File: config.mk
export PLATFORM = sky130hd
export DESIGN_NAME = ordered_list_deque_engine_flat
export DESIGN_NICKNAME = d
export VERILOG_FILES = /design/src/olde_pkg.sv /design/src/olde_if.sv /design/src/olde_front.sv /design/src/olde_cmd_queue.sv /design/src/olde_back.sv /design/src/ordered_list_deque_engine.sv /design/src/flat_wrapper.sv
export SDC_FILE = /design/constraint.sdc
export NUM_CORES = 2
export LEC_CHECK = 0
export BUFFER_PORTS_ARGS = -buffer_cell sky130_fd_sc_hd__buf_2
export CAP_MARGIN = 20
export CORE_MARGIN = 1.5
export CORE_UTILIZATION = 25
export CTS_BUF_LIST = sky130_fd_sc_hd__clkbuf_4 sky130_fd_sc_hd__clkbuf_8
export CTS_CLUSTER_DIAMETER = 30
export DETAILED_ROUTE_END_ITERATION = 16
export HOLD_SLACK_MARGIN = 0.03
export PLACE_DENSITY = 0.47
export SLEW_MARGIN = 30
export SYNTH_ARGS = -nofsm -noshare
export SYNTH_HDL_FRONTEND = slang
export SYNTH_SLANG_ARGS = --single-unit
File: constraint.sdc
create_clock -name clk -period 9.7 [get_ports clk]
set_input_delay 1.94 -clock clk [delete_from_list [all_inputs] [get_ports clk]]
set_output_delay 1.94 -clock clk [all_outputs]
set_load 0.01 [all_outputs]
File: src/olde_pkg.sv
package olde_pkg;

  localparam int CAP     = 16;
  localparam int DATA_W  = 32;
  localparam int CNT_W   = $clog2(CAP + 1);
  localparam int IDX_W   = $clog2(CAP);
  localparam int OPC_W   = 3;
  localparam int ST_W    = 2;
  localparam int Q_DEPTH = 2;
  localparam int QPTR_W  = $clog2(Q_DEPTH);
  localparam int QCNT_W  = $clog2(Q_DEPTH + 1);

  typedef enum logic [OPC_W-1:0] {
    OP_PUSH_FRONT = 3'd0,
    OP_PUSH_BACK  = 3'd1,
    OP_ORDERED    = 3'd2,
    OP_POP_FRONT  = 3'd3,
    OP_DELETE     = 3'd4,
    OP_READ_FRONT = 3'd5,
    OP_READ_BACK  = 3'd6,
    OP_NOP        = 3'd7
  } op_t;

  typedef enum logic [ST_W-1:0] {
    ST_OK        = 2'd0,
    ST_EMPTY     = 2'd1,
    ST_FULL      = 2'd2,
    ST_NOT_FOUND = 2'd3
  } status_t;

  typedef enum logic {
    BK_IDLE  = 1'b0,
    BK_APPLY = 1'b1
  } bk_state_t;

  typedef struct packed {
    op_t               op;
    logic              is_insert;
    logic              needs_elem;
    logic [DATA_W-1:0] value;
  } cmd_t;

endpackage

File: src/olde_if.sv
interface olde_req_if;
  logic                         valid;
  logic                         ready;
  logic [olde_pkg::OPC_W-1:0]   opcode;
  logic [olde_pkg::DATA_W-1:0]  value;

  modport source (output valid, output opcode, output value, input ready);
  modport sink   (input valid, input opcode, input value, output ready);
endinterface

interface olde_rsp_if;
  logic                         valid;
  logic                         ready;
  logic [olde_pkg::DATA_W-1:0]  data;
  logic [olde_pkg::ST_W-1:0]    status;
  logic [olde_pkg::CNT_W-1:0]   count;

  modport source (output valid, output data, output status, output count, input ready);
  modport sink   (input valid, input data, input status, input count, output ready);
endinterface

File: src/olde_front.sv
module olde_front (
  olde_req_if.sink        req,
  input  logic            q_full,
  output logic            wr_en,
  output olde_pkg::cmd_t  wr_cmd
);

  olde_pkg::op_t op;

  assign req.ready = !q_full;
  assign wr_en     = req.valid && !q_full;
  assign op        = olde_pkg::op_t'(req.opcode);

  always_comb begin
    wr_cmd.op         = op;
    wr_cmd.value      = req.value;
    wr_cmd.is_insert  = 1'b0;
    wr_cmd.needs_elem = 1'b0;
    case (op)
      olde_pkg::OP_PUSH_FRONT,
      olde_pkg::OP_PUSH_BACK,
      olde_pkg::OP_ORDERED: begin
        wr_cmd.is_insert = 1'b1;
      end
      olde_pkg::OP_POP_FRONT,
      olde_pkg::OP_DELETE,
      olde_pkg::OP_READ_FRONT,
      olde_pkg::OP_READ_BACK: begin
        wr_cmd.needs_elem = 1'b1;
      end
      default: begin
        wr_cmd.is_insert  = 1'b0;
        wr_cmd.needs_elem = 1'b0;
      end
    endcase
  end

endmodule

File: src/olde_cmd_queue.sv
module olde_cmd_queue (
  input  logic            clk,
  input  logic            rst,
  input  logic            wr_en,
  input  olde_pkg::cmd_t  wr_cmd,
  output logic            full,
  input  logic            rd_en,
  output logic            rd_valid,
  output olde_pkg::cmd_t  rd_cmd
);

  olde_pkg::cmd_t                 entries [olde_pkg::Q_DEPTH];
  logic [olde_pkg::QPTR_W-1:0]    wr_ptr;
  logic [olde_pkg::QPTR_W-1:0]    rd_ptr;
  logic [olde_pkg::QCNT_W-1:0]    fill;

  assign full     = (fill == olde_pkg::QCNT_W'(olde_pkg::Q_DEPTH));
  assign rd_valid = (fill != '0);
  assign rd_cmd   = entries[rd_ptr];

  always_ff @(posedge clk) begin
    if (rst) begin
      wr_ptr <= '0;
      rd_ptr <= '0;
      fill   <= '0;
    end else begin
      if (wr_en) begin
        wr_ptr <= (wr_ptr == olde_pkg::QPTR_W'(olde_pkg::Q_DEPTH - 1)) ? '0 : wr_ptr + 1'b1;
      end
      if (rd_en) begin
        rd_ptr <= (rd_ptr == olde_pkg::QPTR_W'(olde_pkg::Q_DEPTH - 1)) ? '0 : rd_ptr + 1'b1;
      end
      if (wr_en && !rd_en) begin
        fill <= fill + 1'b1;
      end else if (rd_en && !wr_en) begin
        fill <= fill - 1'b1;
      end
    end
  end

  always_ff @(posedge clk) begin
    if (wr_en) begin
      entries[wr_ptr] <= wr_cmd;
    end
  end

endmodule

File: src/olde_back.sv
module olde_back (
  input  logic            clk,
  input  logic            rst,
  input  logic            q_valid,
  input  olde_pkg::cmd_t  q_cmd,
  output logic            q_pop,
  olde_rsp_if.source      rsp
);

  localparam int CAP    = olde_pkg::CAP;
  localparam int DATA_W = olde_pkg::DATA_W;
  localparam int CNT_W  = olde_pkg::CNT_W;
  localparam int IDX_W  = olde_pkg::IDX_W;

  // Each entry is a cell with its own comparator; the list runs front to back.
  logic [DATA_W-1:0]     store      [CAP];
  logic [DATA_W-1:0]     store_next [CAP];
  logic [CNT_W-1:0]      count;
  logic [CNT_W-1:0]      count_next;

  olde_pkg::bk_state_t   state;
  olde_pkg::bk_state_t   state_next;
  olde_pkg::cmd_t        cmd;
  logic [CAP-1:0]        hit;
  logic [CAP-1:0]        hit_next;

  logic                  out_valid;
  logic [DATA_W-1:0]     out_data;
  olde_pkg::status_t     out_status;
  logic [CNT_W-1:0]      out_count;

  logic                  apply_done;
  logic                  do_write;
  logic [DATA_W-1:0]     data_next;
  olde_pkg::status_t     status_next;
  logic [CAP-1:0]        first;
  logic [CAP-1:0]        tail_oh;
  logic [CAP-1:0]        at;
  logic [CAP-1:0]        below;
  logic [IDX_W-1:0]      last;
  logic [CNT_W-1:0]      last_full;

  assign rsp.valid  = out_valid;
  assign rsp.data   = out_data;
  assign rsp.status = out_status;
  assign rsp.count  = out_count;

  // Cell compares against the word at the head of the queue.
  always_comb begin
    for (int i = 0; i < CAP; i++) begin
      if (CNT_W'(i) < count) begin
        if (q_cmd.op == olde_pkg::OP_ORDERED) begin
          hit_next[i] = !(store[i] < q_cmd.value);
        end else begin
          hit_next[i] = (store[i] == q_cmd.value);
        end
      end else begin
        hit_next[i] = 1'b0;
      end
    end
  end

  // Next state.
  always_comb begin
    state_next = state;
    case (state)
      olde_pkg::BK_IDLE: begin
        if (q_valid) begin
          state_next = olde_pkg::BK_APPLY;
        end
      end
      olde_pkg::BK_APPLY: begin
        if (!out_valid || rsp.ready) begin
          state_next = olde_pkg::BK_IDLE;
        end
      end
      default: begin
        state_next = olde_pkg::BK_IDLE;
      end
    endcase
  end

  // Outputs of the sequencer.
  always_comb begin
    q_pop      = 1'b0;
    apply_done = 1'b0;
    case (state)
      olde_pkg::BK_IDLE: begin
        q_pop = q_valid;
      end
      olde_pkg::BK_APPLY: begin
        apply_done = !out_valid || rsp.ready;
      end
      default: begin
        q_pop      = 1'b0;
        apply_done = 1'b0;
      end
    endcase
  end

  // Position masks: at marks the slot that is filled or vacated, below the
  // slots in front of it that stay put.
  always_comb begin
    first     = hit & (~hit + CAP'(1));
    tail_oh   = CAP'(1) << count;
    last_full = count - 1'b1;
    last      = last_full[IDX_W-1:0];
    case (cmd.op)
      olde_pkg::OP_PUSH_BACK: at = tail_oh;
      olde_pkg::OP_ORDERED:   at = (hit != '0) ? first : tail_oh;
      olde_pkg::OP_DELETE:    at = first;
      default:                at = CAP'(1);
    endcase
    below = at - CAP'(1);
  end

  always_comb begin
    status_next = olde_pkg::ST_OK;
    data_next   = '0;
    count_next  = count;
    do_write    = 1'b0;
    for (int i = 0; i < CAP; i++) begin
      store_next[i] = store[i];
    end

    if (cmd.is_insert && count == CNT_W'(CAP)) begin
      status_next = olde_pkg::ST_FULL;
    end else if (cmd.needs_elem && count == '0) begin
      status_next = olde_pkg::ST_EMPTY;
    end else if (cmd.op == olde_pkg::OP_DELETE && hit == '0) begin
      status_next = olde_pkg::ST_NOT_FOUND;
    end else begin
      case (cmd.op)
        olde_pkg::OP_PUSH_FRONT,
        olde_pkg::OP_PUSH_BACK,
        olde_pkg::OP_ORDERED: begin
          do_write   = 1'b1;
          count_next = count + 1'b1;
          for (int i = 0; i < CAP; i++) begin
            if (below[i]) begin
              store_next[i] = store[i];
            end else if (at[i]) begin
              store_next[i] = cmd.value;
            end else if (i > 0) begin
              store_next[i] = store[(i > 0) ? i - 1 : 0];
            end
          end
        end
        olde_pkg::OP_POP_FRONT,
        olde_pkg::OP_DELETE: begin
          do_write   = 1'b1;
          count_next = count - 1'b1;
          // A deleted element equals the target, so the target is the data.
          data_next  = (cmd.op == olde_pkg::OP_POP_FRONT) ? store[0] : cmd.value;
          for (int i = 0; i < CAP - 1; i++) begin
            if (!below[i]) begin
              store_next[i] = store[i + 1];
            end
          end
        end
        olde_pkg::OP_READ_FRONT: begin
          data_next = store[0];
        end
        olde_pkg::OP_READ_BACK: begin
          data_next = store[last];
        end
        default: begin
          data_next = '0;
        end
      endcase
    end
  end

  always_ff @(posedge clk) begin
    if (rst) begin
      state     <= olde_pkg::BK_IDLE;
      count     <= '0;
      out_valid <= 1'b0;
    end else begin
      state     <= state_next;
      out_valid <= apply_done || (out_valid && !rsp.ready);
      if (apply_done) begin
        count <= count_next;
      end
    end
  end

  always_ff @(posedge clk) begin
    if (q_pop) begin
      cmd <= q_cmd;
      hit <= hit_next;
    end
    if (apply_done) begin
      out_data   <= data_next;
      out_status <= status_next;
      out_count  <= count_next;
    end
    if (apply_done && do_write) begin
      for (int i = 0; i < CAP; i++) begin
        store[i] <= store_next[i];
      end
    end
  end

endmodule

File: src/ordered_list_deque_engine.sv
// A word passes through the command queue, the back end's command register
// and the output register before its result is shown.
// The back end handles one word at a time: it compares all cells as it takes
// a word from the queue, then shifts the list before it takes the next word.
// Reset: synchronous; the list, the command queue and the output register
// come up empty. Stored elements are not cleared.
module ordered_list_deque_engine (
  input  logic        clk,
  input  logic        rst,
  olde_req_if.sink    req,
  olde_rsp_if.source  rsp
);

  logic            wr_en;
  logic            q_full;
  logic            q_valid;
  logic            q_pop;
  olde_pkg::cmd_t  wr_cmd;
  olde_pkg::cmd_t  q_cmd;

  olde_front u_front (
    .req    (req),
    .q_full (q_full),
    .wr_en  (wr_en),
    .wr_cmd (wr_cmd)
  );

  olde_cmd_queue u_queue (
    .clk      (clk),
    .rst      (rst),
    .wr_en    (wr_en),
    .wr_cmd   (wr_cmd),
    .full     (q_full),
    .rd_en    (q_pop),
    .rd_valid (q_valid),
    .rd_cmd   (q_cmd)
  );

  olde_back u_back (
    .clk     (clk),
    .rst     (rst),
    .q_valid (q_valid),
    .q_cmd   (q_cmd),
    .q_pop   (q_pop),
    .rsp     (rsp)
  );

endmodule
File: src/flat_wrapper.sv
// flat-port wrapper written by rule: the top's interface ports become plain ports
module ordered_list_deque_engine_flat 
  (clk, rst, req_valid, req_opcode, req_value, req_ready, rsp_valid, rsp_data, rsp_status, rsp_count, rsp_ready);
  olde_req_if req_i ();
  olde_rsp_if rsp_i ();
  input  logic clk;
  input  logic rst;
  input wire logic [$bits(req_i.valid)-1:0] req_valid;
  input wire logic [$bits(req_i.opcode)-1:0] req_opcode;
  input wire logic [$bits(req_i.value)-1:0] req_value;
  output wire logic [$bits(req_i.ready)-1:0] req_ready;
  output wire logic [$bits(rsp_i.valid)-1:0] rsp_valid;
  output wire logic [$bits(rsp_i.data)-1:0] rsp_data;
  output wire logic [$bits(rsp_i.status)-1:0] rsp_status;
  output wire logic [$bits(rsp_i.count)-1:0] rsp_count;
  input wire logic [$bits(rsp_i.ready)-1:0] rsp_ready;
  assign req_i.valid = req_valid;
  assign req_i.opcode = req_opcode;
  assign req_i.value = req_value;
  assign req_ready = req_i.ready;
  assign rsp_valid = rsp_i.valid;
  assign rsp_data = rsp_i.data;
  assign rsp_status = rsp_i.status;
  assign rsp_count = rsp_i.count;
  assign rsp_i.ready = rsp_ready;
  ordered_list_deque_engine u_core (.clk(clk), .rst(rst), .req(req_i), .rsp(rsp_i));
endmodule
==> flow_summary.toml <==
[status]
outcome = "finished clean"

[floorplan]
die_area_um2 = 196000
start_util_pct = 25.2
fp.coreArea_um2 = 193000
boundaryPins = 80
die_height_um = 443
die_x_um = 443
fp-row-count = 161

[job]
maxCapViolCount = 0

[yosys]
syn_nets = 4965
synth_top_family_by_area = "multiplexers"
syn_inst = 4405
synth.distinct_cells = 70
synth_compound_area_share_pct = 11.5
ys_seq_area_share_pct = 42.5
syn-cell-area_um2 = 48500
yosys_warnings = 0
syn_avg_cell_area_um2 = 11.0
synth_top_cell_area_share_pct = 42.0
yosys.area.top_type = "edfxtp_1"
synth.area.top_cells = "edfxtp_1 (42%), ha_1 (13%), mux2i_1 (9.8%), mux4_2 (7.4%), a21oi_1 (6.3%)"
synth-seq-cells = 690
synthSimpleGateAreaFrac_pct = 10.4
synth_xor_area_share_pct = 0.416
synth_edf_count = 678
ys.flop_type = "edfxtp_1"
synthMuxAreaShare_pct = 18.8
synthAdderAreaFrac_pct = 13.5
ys_async_sr_fraction_pct = 0

[worst_setup_path]
critPathKind = "reg -> reg"
cpMostUsedCell = "buf_4"
cp_top_family = "buffers and inverters"
crit_path_max_fanout = 40
worst-path-stages = 11
slowest_stage = "buf_4"
cp-end-kind = "flop"
start_kind = "flop"
crit_buf_inv = 3
arrival_ns = 6.22
worstPathRequired_ns = 10.28
reg2regPathDepth = 11
path_cells = "buf_4 -> nor3b_1 -> a21o_1 -> a31oi_4 -> buf_4 -> ha_1 -> nand3_1 -> nor4_2 -> xnor2_1 -> nor2_4 -> buf_4"
cp_slowest_stage_delay_ns = 0.73

[power_and_ir_drop]
sw_frac_of_total_pct = 43.8
internal_power_mw = 11.1
p_per_area_nw_per_um2 = 345
p_switching_mw = 8.62
ir_drop_mv = 0.389
pwr-share-seq_pct = 30.4
cellLeakagePower_nw = 22.2
power.share.clock_pct = 24.6
p_comb_share_pct = 45.0

[clock_tree]
cts_max_path_buffers = 3
cts_setup_buffers = 0
clk_pin_slew_worst_paths_ns = 0.05
cts_tree = "yes"
clkSinkCount = 690
root_buffer = "clkbuf_8"
ctsResizeCount = 0
cts_max_level = 4
numCtsBuffers = 212
clk_latency_ns = 0.98
holdBufCountCts = 0

[global_route]
grt_pass1_vias = 37700
antenna_found_initial = 9
grt_max_degree = 172
grt_pass1_wl_um = 284000
grtUsageTotal_pct = 19.9
grt_overflow = 0

[min_path]
hp-class = "reg -> reg"
hold_path_depth = 2

[layout]
nets = 5064
seqCellArea_um2 = 20600
final_util_pct = 29.6
syn_to_final_growth_pct = 17.7
nFillCells = 19800
layout-drive-gt1-share_pct = 18.4
multi_input_area_um2 = 26900
finalInstanceArea_um2 = 57000

[routing]
vias_per_cell = 5.33
wl_per_cell_um = 27.7
drc = 0
postRouteAntennaNets = 0
vias = 38500
initialDrtViolationCount = 4248
drt_pass1_iterations = 6
wirelength_um = 200000

[timing]
finalSetupViolCount = 0
tightestPinTransition_ns = 1.02
slew_viol_final = 0
setup_tns_ns = 0
timing.fmax_ghz = 0.177
clock_skew_ns = 0.0616
min_period_ns = 5.64
hold_viol = 0
min_period_over_period_pct = 58.1
slew_headroom_pct = 32.0
grt_setup_unrepaired = "no"

[place]
portBuffers = 79
detailed_place_hpwl_um = 138000
dpl_cell_area_um2 = 52200
place.gp.congestion = 0.927
[metrics by stage]
step / hold WS [ns] / power [mW] / setup slack [ns] / instances
2_1_floorplan: 0.461 / 11.2 / 4.22 / 4405
3_3_place_gp: 0.483 / 14.7 / 3.69 / 6813
3_5_place_dp: 0.494 / 14.8 / 4.14 / 6816
4_1_cts: 0.499 / 19.7 / 4.13 / 7218
5_1_grt: 0.544 / 20.8 / 3.93 / 7220
6_report: 0.505 / 19.7 / 4.06 / 7222
[synth_stat cells, drive strengths merged, types with 41 or more instances]
cell type  instances
edfxtp           678
nor2             643
a21oi            606
ha               521
mux2i            474
clkbuf           240
mux4             160
nand2            146
o21ai            118
nand4            102
a21o              97
inv               79
mux2              68
buf               56
nand3             44
nor2b             41
[cell usage in the layout, fill, tap and decap left out, types with 14 or more instances in the layout]
cell type / synthesis / routed
nor2_1: 643 / 626
mux2i_2: 0 / 31
ha_1: 521 / 520
a31oi_1: 39 / 37
nand4_1: 102 / 102
a21o_1: 97 / 97
o21ai_0: 117 / 116
nand2_1: 145 / 142
nand2b_1: 15 / 14
nor3_1: 39 / 37
mux2i_1: 474 / 443
clkinvlp_4: 0 / 18
bufinv_16: 0 / 32
o21a_1: 14 / 14
buf_2: 31 / 79
nand3_1: 44 / 43
mux4_2: 160 / 160
clkbuf_8: 0 / 215
clkinv_1: 0 / 45
buf_4: 0 / 93
mux2_2: 68 / 68
o211ai_1: 15 / 15
nor4_1: 17 / 17
a211oi_1: 23 / 22
nor2b_1: 41 / 41
clkinv_2: 0 / 54
nor2_4: 0 / 17
clkbuf_4: 0 / 31
inv_1: 79 / 77
a21oi_1: 606 / 604
edfxtp_1: 678 / 678
[layer usage]
| metal | track usage (%) | vias up | wire length, µm |
|---|---|---|---|
| met5 | 0 | - | 13 |
| met4 | 9.05 | 2 | 8910 |
| li1 | - | 17100 | - |
| met2 | 31.5 | 1551 | 91600 |
| met3 | 3.65 | 363 | 13400 |
| met1 | 26.5 | 19500 | 86400 |
[power by group through the flow]
stage / logic [mW] / clock network, mW / registers, mW
after detailed placement: 8.78 / 0 / 6.00
after global placement: 8.65 / 0 / 6.01
final: 8.86 / 4.85 / 5.98
after floorplan: 6.02 / 0 / 5.14
after global routing: 9.64 / 5.09 / 6.06
after CTS: 8.84 / 4.93 / 5.96
[worst register-to-register path: cells and delay by family, from the launching register on]
kind            cells  cell delay [ns]
fa+ha+maj           1             0.30
flops               1             0.31
xor+xnor            1             0.14
buf+inv             3             1.83
simple gates        4             1.56
compound gates      2             1.07
[area by class of cell]
type	instances	share of cell area, %
clock inverters	156	2.87
clock buffers	246	5.60
repair buffers	181	2.22
well taps	2526	5.54
inverters	79	0.524
flip-flops and latches	690	36.1
diodes	4	0.0176
multi-input cells	3340	47.1
[state kept, by name, summed over array words and instances, names as in the netlist, 2 cells and up, named ones only]
name	flops
u_core.u_back.rsp.status	2
u_core.u_back.cmd	37
u_core.u_back.store	512
u_core.u_queue.entries	74
u_core.u_queue.fill	2
u_core.u_back.hit	16
u_core.u_back.rsp.data	32
u_core.u_back.rsp.count	5
u_core.u_back.count	5
[final timing paths]
kind | start | end | slack (ns)
setup / recovery | u_core.u_back.cmd[35] | u_core.u_back.store[12][15] | 4.06
hold / removal | u_core.u_back.state | u_core.u_back.rsp.valid | 0.50
setup reg to reg | u_core.u_back.cmd[35] | u_core.u_back.store[12][15] | 4.06
hold reg to reg | u_core.u_back.state | u_core.u_back.rsp.valid | 0.50
[kinds of logic (layout without fill, tap and decap cells)]
group | count (synthesis) | count (layout)
simple gates | 1114 | 1114
compound gates | 980 | 980
mux | 702 | 702
flops | 690 | 690
fa+ha+maj | 521 | 521
buf+inv | 375 | 662
xor+xnor | 23 | 23
other cells | 0 | 4
Note: power is estimated with default switching activity, not from simulation.
